### src/rtl/seg_pkg.sv
// shared constants and types for the speech energy gate
`default_nettype none

package seg_pkg;

	localparam int MAX_CHUNK_SAMPLES = 1024;
	localparam int WINDOW_MAX = 32;

	// field widths
	localparam int SAMPLE_W = 16;
	localparam int THRESH_W = 16;
	localparam int CFG_K_W = 6;
	localparam int CFG_WIN_W = 6;
	localparam int CFG_DATA_W = 16;
	localparam int CFG_IDX_W = 2;
	localparam int MEAN_OUT_W = 16;
	localparam int SUM_W = 48;
	localparam int COUNT_W = 32;

	// level of one sample goes up to 2^15, so one more bit than the sample
	localparam int LEVEL_W = SAMPLE_W + 1;
	localparam int ACC_W = $clog2(MAX_CHUNK_SAMPLES) + SAMPLE_W;
	localparam int CNT_W = $clog2(MAX_CHUNK_SAMPLES + 1);
	localparam int QUO_W = LEVEL_W;

	// window and its serial popcount, two bits a step
	localparam int WLEN_W = $clog2(WINDOW_MAX + 1);
	localparam int SEL_W = (WLEN_W > CFG_WIN_W) ? WLEN_W : CFG_WIN_W;
	localparam int POP_STEPS = (WINDOW_MAX + 1) / 2;
	localparam int POP_PAD = 2 * POP_STEPS;
	localparam int POP_W = $clog2(WINDOW_MAX + 2);
	localparam int CMP_W = (POP_W > CFG_K_W) ? POP_W : CFG_K_W;

	// serial phase covers the divide and the popcount
	localparam int SER_STEPS = (ACC_W > POP_STEPS) ? ACC_W : POP_STEPS;
	localparam int STEP_W = $clog2(SER_STEPS + 1);

	// configuration register indexes
	localparam logic [CFG_IDX_W-1:0] REG_LOUD_THRESHOLD = 2'd0;
	localparam logic [CFG_IDX_W-1:0] REG_MIN_LOUD_CHUNKS = 2'd1;
	localparam logic [CFG_IDX_W-1:0] REG_WINDOW_CHUNKS = 2'd2;

	localparam logic [THRESH_W-1:0] THRESH_RESET = 16'd600;
	localparam logic [CFG_K_W-1:0] MIN_LOUD_RESET = 6'd8;
	localparam logic [CFG_WIN_W-1:0] WINDOW_RESET = 6'd16;

	typedef struct packed {
		logic load;
		logic div_step;
		logic pop_step;
	} serial_ctrl_t;

endpackage

`default_nettype wire

### src/rtl/speech_energy_gate.sv
// speech energy gate: chunk mean levels and a k-of-n loudness latch
`default_nettype none

// Samples are taken one per request. A sample without chunk_end is absorbed at once and the
// next request can follow right away. A sample with chunk_end starts a bit-serial divide of the
// chunk's level sum by its sample count, one quotient bit per cycle, while the loudness window is
// counted two bits per cycle alongside; the result is then written from the finish state, so a
// chunk-end sample holds the input through the serial and finish states, plus any time the output
// side still holds the previous result. Configuration writes are taken at any time but are meant for idle.
module speech_energy_gate (
	input  wire                                 clk,
	input  wire                                 arst_n,
	input  wire                                 cfg_we,
	input  wire  [seg_pkg::CFG_IDX_W-1:0]       cfg_index,
	input  wire  [seg_pkg::CFG_DATA_W-1:0]      cfg_data,
	input  wire                                 in_valid,
	output logic                                in_stall,
	input  wire  signed [seg_pkg::SAMPLE_W-1:0] sample,
	input  wire                                 chunk_end,
	input  wire                                 utterance_start,
	output logic                                out_valid,
	input  wire                                 out_stall,
	output logic [seg_pkg::MEAN_OUT_W-1:0]      chunk_mean,
	output logic                                chunk_loud,
	output logic                                heard,
	output logic                                heard_now,
	output logic [seg_pkg::MEAN_OUT_W-1:0]      peak_level,
	output logic [seg_pkg::SUM_W-1:0]           level_sum,
	output logic [seg_pkg::COUNT_W-1:0]         chunk_count
);

	localparam logic [1:0] ST_IDLE = 2'd0;
	localparam logic [1:0] ST_SER = 2'd1;
	localparam logic [1:0] ST_FIN = 2'd2;

	logic [1:0] state_q;
	logic [seg_pkg::STEP_W-1:0] step_q;

	logic [seg_pkg::THRESH_W-1:0]  thresh_q;
	logic [seg_pkg::CFG_K_W-1:0]   min_loud_q;
	logic [seg_pkg::CFG_WIN_W-1:0] win_cfg_q;

	logic [seg_pkg::ACC_W-1:0]      acc_q;
	logic [seg_pkg::CNT_W-1:0]      cnt_q;
	logic [seg_pkg::WINDOW_MAX-1:0] window_q;
	logic                           latch_q;
	logic [seg_pkg::QUO_W-1:0]      peak_q;
	logic [seg_pkg::SUM_W-1:0]      total_q;
	logic [seg_pkg::COUNT_W-1:0]    chunks_q;

	logic                            out_valid_q;
	logic [seg_pkg::MEAN_OUT_W-1:0]  mean_out_q;
	logic                            loud_out_q;
	logic                            heard_out_q;
	logic                            now_out_q;
	logic [seg_pkg::MEAN_OUT_W-1:0]  peak_out_q;
	logic [seg_pkg::SUM_W-1:0]       sum_out_q;
	logic [seg_pkg::COUNT_W-1:0]     count_out_q;

	seg_pkg::serial_ctrl_t ser_ctrl;

	logic                           in_take;
	logic                           out_take;
	logic                           fin_load;
	logic [seg_pkg::LEVEL_W-1:0]    level;
	logic [seg_pkg::ACC_W-1:0]      acc_base;
	logic [seg_pkg::CNT_W-1:0]      cnt_base;
	logic [seg_pkg::ACC_W-1:0]      acc_new;
	logic [seg_pkg::CNT_W-1:0]      cnt_new;
	logic [seg_pkg::WINDOW_MAX-1:0] win_base;
	logic [seg_pkg::SEL_W-1:0]      wlen;
	logic [seg_pkg::WINDOW_MAX-1:0] mask;
	logic [seg_pkg::WINDOW_MAX-1:0] pop_src;
	logic [seg_pkg::QUO_W-1:0]      mean;
	logic [seg_pkg::POP_W-1:0]      ones;
	logic                           loud;
	logic [seg_pkg::CMP_W-1:0]      ones_total;
	logic                           latch_now;
	logic [seg_pkg::SUM_W:0]        sum_wide;
	logic [seg_pkg::SUM_W-1:0]      sum_next;
	logic [seg_pkg::QUO_W-1:0]      peak_next;
	logic [seg_pkg::COUNT_W-1:0]    chunks_next;
	logic [seg_pkg::WINDOW_MAX-1:0] window_next;

	assign in_stall = (state_q != ST_IDLE);
	assign in_take = in_valid && !in_stall;
	assign out_take = out_valid_q && !out_stall;
	assign fin_load = (state_q == ST_FIN) && (!out_valid_q || !out_stall);

	always_comb begin
		ser_ctrl.load = in_take && chunk_end;
		ser_ctrl.div_step = (state_q == ST_SER) &&
			(step_q < seg_pkg::STEP_W'(seg_pkg::ACC_W));
		ser_ctrl.pop_step = (state_q == ST_SER) &&
			(step_q < seg_pkg::STEP_W'(seg_pkg::POP_STEPS));
	end

	// sample level and accumulation, with state cleared on utterance start
	always_comb begin
		level = sample[seg_pkg::SAMPLE_W-1] ?
			(seg_pkg::LEVEL_W'(1) << seg_pkg::SAMPLE_W) - {1'b0, sample} :
			{1'b0, sample};
		acc_base = utterance_start ? '0 : acc_q;
		cnt_base = utterance_start ? '0 : cnt_q;
		win_base = utterance_start ? '0 : window_q;
		// samples past the chunk limit are dropped
		if (cnt_base < seg_pkg::CNT_W'(seg_pkg::MAX_CHUNK_SAMPLES)) begin
			acc_new = acc_base + seg_pkg::ACC_W'(level);
			cnt_new = cnt_base + seg_pkg::CNT_W'(1);
		end else begin
			acc_new = acc_base;
			cnt_new = cnt_base;
		end
	end

	// window length clamped to one .. window max
	always_comb begin
		wlen = seg_pkg::SEL_W'(win_cfg_q);
		if (wlen == '0)
			wlen = seg_pkg::SEL_W'(1);
		if (wlen > seg_pkg::SEL_W'(seg_pkg::WINDOW_MAX))
			wlen = seg_pkg::SEL_W'(seg_pkg::WINDOW_MAX);
		for (int i = 0; i < seg_pkg::WINDOW_MAX; i++)
			mask[i] = (seg_pkg::SEL_W'(i) < wlen);
		pop_src = (win_base << 1) & mask;
	end

	seg_divider u_div (
		.clk      (clk),
		.ctrl     (ser_ctrl),
		.dividend (acc_new),
		.divisor  (cnt_new),
		.quotient (mean)
	);

	seg_popcount u_pop (
		.clk  (clk),
		.ctrl (ser_ctrl),
		.vec  (pop_src),
		.ones (ones)
	);

	// chunk close: stats, window and latch
	always_comb begin
		loud = (mean > seg_pkg::QUO_W'(thresh_q));
		ones_total = seg_pkg::CMP_W'(ones) + seg_pkg::CMP_W'(loud);
		latch_now = !latch_q && (ones_total >= seg_pkg::CMP_W'(min_loud_q));
		window_next = latch_q ? window_q : (((window_q << 1) | seg_pkg::WINDOW_MAX'(loud)) & mask);
		peak_next = (mean > peak_q) ? mean : peak_q;
		sum_wide = {1'b0, total_q} + (seg_pkg::SUM_W + 1)'(mean);
		sum_next = sum_wide[seg_pkg::SUM_W] ? '1 : sum_wide[seg_pkg::SUM_W-1:0];
		chunks_next = (chunks_q == '1) ? chunks_q : chunks_q + seg_pkg::COUNT_W'(1);
	end

	always_ff @(posedge clk or negedge arst_n) begin
		if (!arst_n) begin
			thresh_q <= seg_pkg::THRESH_RESET;
			min_loud_q <= seg_pkg::MIN_LOUD_RESET;
			win_cfg_q <= seg_pkg::WINDOW_RESET;
		end else if (cfg_we) begin
			unique case (cfg_index)
				seg_pkg::REG_LOUD_THRESHOLD: thresh_q <= cfg_data[seg_pkg::THRESH_W-1:0];
				seg_pkg::REG_MIN_LOUD_CHUNKS: min_loud_q <= cfg_data[seg_pkg::CFG_K_W-1:0];
				seg_pkg::REG_WINDOW_CHUNKS: win_cfg_q <= cfg_data[seg_pkg::CFG_WIN_W-1:0];
				default: ;
			endcase
		end
	end

	always_ff @(posedge clk or negedge arst_n) begin
		if (!arst_n) begin
			state_q <= ST_IDLE;
			step_q <= '0;
			acc_q <= '0;
			cnt_q <= '0;
			window_q <= '0;
			latch_q <= 1'b0;
			peak_q <= '0;
			total_q <= '0;
			chunks_q <= '0;
		end else begin
			unique case (state_q)
				ST_IDLE: begin
					if (in_take) begin
						if (utterance_start) begin
							window_q <= '0;
							latch_q <= 1'b0;
							peak_q <= '0;
							total_q <= '0;
							chunks_q <= '0;
						end
						if (chunk_end) begin
							acc_q <= '0;
							cnt_q <= '0;
							step_q <= '0;
							state_q <= ST_SER;
						end else begin
							acc_q <= acc_new;
							cnt_q <= cnt_new;
						end
					end
				end
				ST_SER: begin
					step_q <= step_q + seg_pkg::STEP_W'(1);
					if (step_q == seg_pkg::STEP_W'(seg_pkg::SER_STEPS - 1))
						state_q <= ST_FIN;
				end
				ST_FIN: begin
					if (fin_load) begin
						window_q <= window_next;
						latch_q <= latch_q || latch_now;
						peak_q <= peak_next;
						total_q <= sum_next;
						chunks_q <= chunks_next;
						state_q <= ST_IDLE;
					end
				end
				default: state_q <= ST_IDLE;
			endcase
		end
	end

	// output register, freed as soon as the downstream takes the request
	always_ff @(posedge clk or negedge arst_n) begin
		if (!arst_n)
			out_valid_q <= 1'b0;
		else if (fin_load)
			out_valid_q <= 1'b1;
		else if (out_take)
			out_valid_q <= 1'b0;
	end

	always_ff @(posedge clk) begin
		if (fin_load) begin
			mean_out_q <= mean[seg_pkg::MEAN_OUT_W-1:0];
			loud_out_q <= loud;
			heard_out_q <= latch_q || latch_now;
			now_out_q <= latch_now;
			peak_out_q <= peak_next[seg_pkg::MEAN_OUT_W-1:0];
			sum_out_q <= sum_next;
			count_out_q <= chunks_next;
		end
	end

	assign out_valid = out_valid_q;
	assign chunk_mean = mean_out_q;
	assign chunk_loud = loud_out_q;
	assign heard = heard_out_q;
	assign heard_now = now_out_q;
	assign peak_level = peak_out_q;
	assign level_sum = sum_out_q;
	assign chunk_count = count_out_q;

endmodule

`default_nettype wire

### src/rtl/seg_divider.sv
// bit-serial restoring divider: chunk level sum by chunk sample count
`default_nettype none

module seg_divider (
	input  wire                              clk,
	input  wire seg_pkg::serial_ctrl_t       ctrl,
	input  wire  [seg_pkg::ACC_W-1:0]        dividend,
	input  wire  [seg_pkg::CNT_W-1:0]        divisor,
	output logic [seg_pkg::QUO_W-1:0]        quotient
);

	logic [seg_pkg::ACC_W-1:0] quo_q;
	logic [seg_pkg::CNT_W-1:0] rem_q;
	logic [seg_pkg::CNT_W-1:0] dvs_q;
	logic [seg_pkg::CNT_W:0]   shifted;
	logic [seg_pkg::CNT_W:0]   trial;
	logic                      fits;

	always_comb begin
		shifted = {rem_q, quo_q[seg_pkg::ACC_W-1]};
		trial = shifted - {1'b0, dvs_q};
		fits = (shifted >= {1'b0, dvs_q});
	end

	// dividend shifts out at the top while quotient bits fill in at the bottom
	always_ff @(posedge clk) begin
		if (ctrl.load) begin
			quo_q <= dividend;
			rem_q <= '0;
			dvs_q <= divisor;
		end else if (ctrl.div_step) begin
			rem_q <= fits ? trial[seg_pkg::CNT_W-1:0] : shifted[seg_pkg::CNT_W-1:0];
			quo_q <= {quo_q[seg_pkg::ACC_W-2:0], fits};
		end
	end

	assign quotient = quo_q[seg_pkg::QUO_W-1:0];

endmodule

`default_nettype wire

### src/rtl/seg_popcount.sv
// serial popcount of the loudness window, two bits a step
`default_nettype none

module seg_popcount (
	input  wire                                clk,
	input  wire seg_pkg::serial_ctrl_t         ctrl,
	input  wire  [seg_pkg::WINDOW_MAX-1:0]     vec,
	output logic [seg_pkg::POP_W-1:0]          ones
);

	logic [seg_pkg::POP_PAD-1:0] vec_q;
	logic [seg_pkg::POP_W-1:0]   cnt_q;

	always_ff @(posedge clk) begin
		if (ctrl.load) begin
			vec_q <= seg_pkg::POP_PAD'(vec);
			cnt_q <= '0;
		end else if (ctrl.pop_step) begin
			cnt_q <= cnt_q + seg_pkg::POP_W'(vec_q[0]) + seg_pkg::POP_W'(vec_q[1]);
			vec_q <= vec_q >> 2;
		end
	end

	assign ones = cnt_q;

endmodule

`default_nettype wire
### config.mk
export PLATFORM = sky130hd
export DESIGN_NAME = speech_energy_gate
export DESIGN_NICKNAME = d
export VERILOG_FILES = /design/src/rtl/seg_pkg.sv /design/src/rtl/speech_energy_gate.sv /design/src/rtl/seg_divider.sv /design/src/rtl/seg_popcount.sv
export SDC_FILE = /design/constraint.sdc
export NUM_CORES = 1
export LEC_CHECK = 0
export ABC_AREA = 1
export BUFFER_PORTS_ARGS = -buffer_cell sky130_fd_sc_hd__buf_4
export CAP_MARGIN = 20
export CORE_ASPECT_RATIO = 1.1
export CORE_MARGIN = 2
export CORE_UTILIZATION = 64
export DETAILED_ROUTE_END_ITERATION = 12
export GPL_TIMING_DRIVEN = 0
export PLACE_DENSITY = 0.95
export REMOVE_ABC_BUFFERS = 1
export SETUP_SLACK_MARGIN = 0.5
export SLEW_MARGIN = 0
export SYNTH_ARGS = -nofsm -noshare
export SYNTH_HDL_FRONTEND = slang
export SYNTH_HIERARCHICAL = 1
export SYNTH_SLANG_ARGS = --single-unit
### constraint.sdc
create_clock -name clk -period 9.1 [get_ports clk]
set_input_delay 0 -clock clk [delete_from_list [all_inputs] [get_ports clk]]
set_output_delay 0 -clock clk [all_outputs]
set_load 0.01 [all_outputs]
==> results.py <==
metrics = {
    "outcome": {
        "status": "finished, final reports clean",
    },
    "pwr": {
        "leakagePower_nw": 13.4,
        "switching_share": 0.405,
        "clkPwrFrac": 0.220,
        "p_int_mw": 4.86,
        "pwr-share-seq": 0.369,
        "combinationalPowerShare": 0.411,
        "peakVddDrop_v": 0.000191,
        "p_sw_mw": 3.30,
        "finalPower_mw": 8.16,
        "p_per_area_nw_per_um2": 298,
    },
    "clock_tree": {
        "ctsRootBufferMaster": "clkbuf_16",
        "insertion_delay_ns": 0.56,
        "clockBufferDepth": 3,
        "clkTransAtPathRegs_ns": 0.06,
        "htree_levels": 2,
        "cts_made_buffers": 41,
        "postCtsResizedCells": 0,
        "cts_tree": "yes",
        "cts_setup_buffers": 0,
        "clock_sinks": 403,
        "hold_buffers": 23,
    },
    "sta": {
        "finalCriticalPeriod_ns": 4.26,
        "fmax_ghz": 0.235,
        "timing.final.crit_share": 0.468,
        "setup_violations": 0,
        "hold_viol": 0,
        "tightestPinTransition_ns": 1.01,
        "worst_clock_skew_ns": 0.0154,
        "slew_headroom": 0.325,
        "drv_slew": 0,
        "rsz0062_at_grt": "false",
    },
    "run": {
        "drv_cap": 0,
    },
    "synth": {
        "synthArstFlopShare": 0.501,
        "synth_enable_flop_cells": 184,
        "synth.most_common_cell": "nand2_1",
        "syn_avg_cell_area_sq_um": 7.72,
        "synth_ff_type": "dfrtp_1",
        "synth_top_area_frac": 0.227,
        "syn_inst": 3147,
        "synth_common_cells": "nand2_1 (1,026), inv_1 (406), nor2_1 (247)",
        "synth_cell_type_count": 60,
        "synth_top_area_cell": "edfxtp_1",
        "synthTopCellsByArea": "edfxtp_1 (23%), dfrtp_1 (20%), nand2_1 (16%)",
        "ys_seq_elements": 403,
        "yosysWarnings": 6,
        "yosysSeqAreaShare": 0.450,
        "syn-cell-area_sq_um": 24300,
    },
    "placement": {
        "gp_congestion": 0.979,
        "dpl_cell_area_sq_um": 25700,
        "dp_hpwl_microns": 43700,
        "port_buffers": 157,
    },
    "final_layout": {
        "drive_above_1_share": 0.112,
        "syn_to_final_growth_pct": 12.7,
        "regArea_sq_um": 10900,
        "nFillCells": 2682,
        "multi_input_area_sq_um": 11200,
        "fin_nets": 3411,
        "final_cell_area_sq_um": 27400,
        "antenna_cells": 0,
    },
    "route": {
        "routed_wl_microns": 62700,
        "remaining_drc_errors": 0,
        "ant_nets": 0,
        "wl_per_cell_microns": 16.5,
        "vias": 21600,
        "drt-vias-per-instance": 5.70,
        "first_pass_iters": 6,
        "drt_iter0_drc": 2189,
    },
    "setup_path": {
        "rrSetupSlack_ns": 4.84,
        "path_cells": "inv_2 -> nand2_1 -> nor2_1 -> inv_2 -> nor2_4 -> inv_2 -> nand2_1 -> buf_16",
        "cp-end-kind": "flip-flop",
        "path_buf_inv": 4,
        "cp-start-kind": "flip-flop",
        "path_delay_family": "simple AND/OR/NAND/NOR gates",
        "critPathKind": "flip-flop to flip-flop",
        "max_stage_delay_ns": 0.80,
        "critPathArrivalTime_ns": 4.52,
        "crit_top_cell": "inv_2",
        "cp_max_fo": 36,
        "crit_path_top_delay_cell": "nor2_4",
        "worstPathRequired_ns": 9.36,
    },
    "floorplan": {
        "start_util": 0.651,
        "ios": 158,
        "rows": 74,
        "die_area_sq_um": 39600,
        "core-area_sq_um": 37300,
        "die_w_microns": 190,
        "fp.dieH_microns": 208,
    },
    "global_route": {
        "gr-total-overflow": 0,
        "antenna_found_initial": 1,
        "grt_pass1_vias": 20800,
        "track_usage": 0.318,
        "grt_pass1_wl_microns": 102000,
        "grt_max_degree": 113,
    },
    "hold_path": {
        "min_path_type": "input pin to flip-flop",
    },
}
-- power groups by stage --
stage	registers, mW	clock network (mW)	logic (mW)
6_report	3.02	1.80	3.35
5_1_grt	3.06	1.87	3.73
4_1_cts	3.01	1.81	3.30
3_5_place_dp	3.03	0	3.24
3_3_place_gp	3.04	0	3.07
2_1_floorplan	2.96	0	2.22
-- cell usage in the layout (no fill, tap or decap), drive strengths merged, types with 30 or more instances in the layout --
cell type / netlist / final
inv: 427 / 430
edfxtp: 184 / 184
ha: 92 / 92
nor2: 270 / 270
nand4: 58 / 58
nand2: 1052 / 1052
nand3b: 30 / 30
clkbuf: 41 / 56
nor3: 50 / 50
nand3: 226 / 226
a21oi: 87 / 87
o21ai: 144 / 144
xor2: 62 / 62
dfrtp: 196 / 196
buf: 64 / 165
-- layout make-up --
type | instances | area share
multi-input combinational | 2210 | 0.409
sequential | 403 | 0.399
inverter | 430 | 0.0592
timing repair buffer | 188 | 0.0580
clock buffer | 56 | 0.0435
tap | 494 | 0.0226
clock inverter | 19 | 0.00881
-- sequential cells by signal, indices dropped and copies added, names as in the netlist, 11 cells and up --
name	flops
chunk_mean	16
peak_level	16
chunk_count	32
cnt_q	11
chunks_q	32
thresh_q	16
acc_q	26
peak_q	17
u_pop/vec_q	32
level_sum	48
u_div/rem_q	11
total_q	48
u_div/dvs_q	11
window_q	31
u_div/quo_q	26
-- layer usage --
| layer | wire length (microns) | track usage | up-vias |
|---|---|---|---|
| met2 | 30100 | 0.529 | 1073 |
| met1 | 24400 | 0.405 | 9975 |
| li1 | - | - | 10400 |
| met3 | 4940 | 0.0452 | 233 |
| met4 | 3200 | 0.167 | 2 |
| met5 | 14 | 0 | - |
-- final timing paths --
| check | from | to | depth (start not counted) |
|---|---|---|---|
| max in group asynchronous | arst_n | min_loud_q[3]$_DFFE_PN1P_ | 3 |
| setup reg to reg | state_q[1]$_DFFE_PN0P_ | u_pop/vec_q[30]$_SDFFCE_PN0P_ | 8 |
| setup / recovery | state_q[1]$_DFFE_PN0P_ | u_pop/vec_q[30]$_SDFFCE_PN0P_ | 8 |
| hold reg to reg | u_div/rem_q[1]$_SDFFE_PP0P_ | u_div/rem_q[1]$_SDFFE_PP0P_ | 2 |
| min in group asynchronous | arst_n | chunks_q[16]$_DFFE_PN0P_ | 2 |
| hold / removal | cfg_index[0] | win_cfg_q[4]$_DFFE_PN1P_ | 4 |
-- metrics by stage --
step / std cells / setup TNS [ns] / hold WS, ns / util / worst slack, ns
finish: 3800 / 0 / 0.0137 / 0.734 / 4.84
global route: 3800 / 0 / 0.0978 / 0.734 / 4.70
CTS: 3800 / 0 / 0.00273 / 0.734 / 4.98
detailed placement: 3702 / 0 / 0.110 / 0.690 / 4.99
global placement: 3694 / -24.43 / 0.234 / 0.684 / -0.583
floorplan: 3043 / 0 / -0.296 / - / 2.88
-- cells by family after synthesis --
family	Yosys count	synth area share
adders and majority gates	96	0.0507
and+or+nand+nor	1740	0.316
AOI/OAI and AO/OA	301	0.0680
buffers and inverters	535	0.0902
DFF	403	0.450
xor gates and xnor gates	71	0.0256
other	1	0.000154
-- worst reg2reg max path, stage by stage (launching register included) --
cell     delay [ns]
dfrtp_1        0.45
inv_2          0.11
nand2_1        0.11
nor2_1         0.55
inv_2          0.44
nor2_4         0.80
inv_2          0.52
nand2_1        0.74
buf_16         0.24
Power figures use the tool's default switching activity.
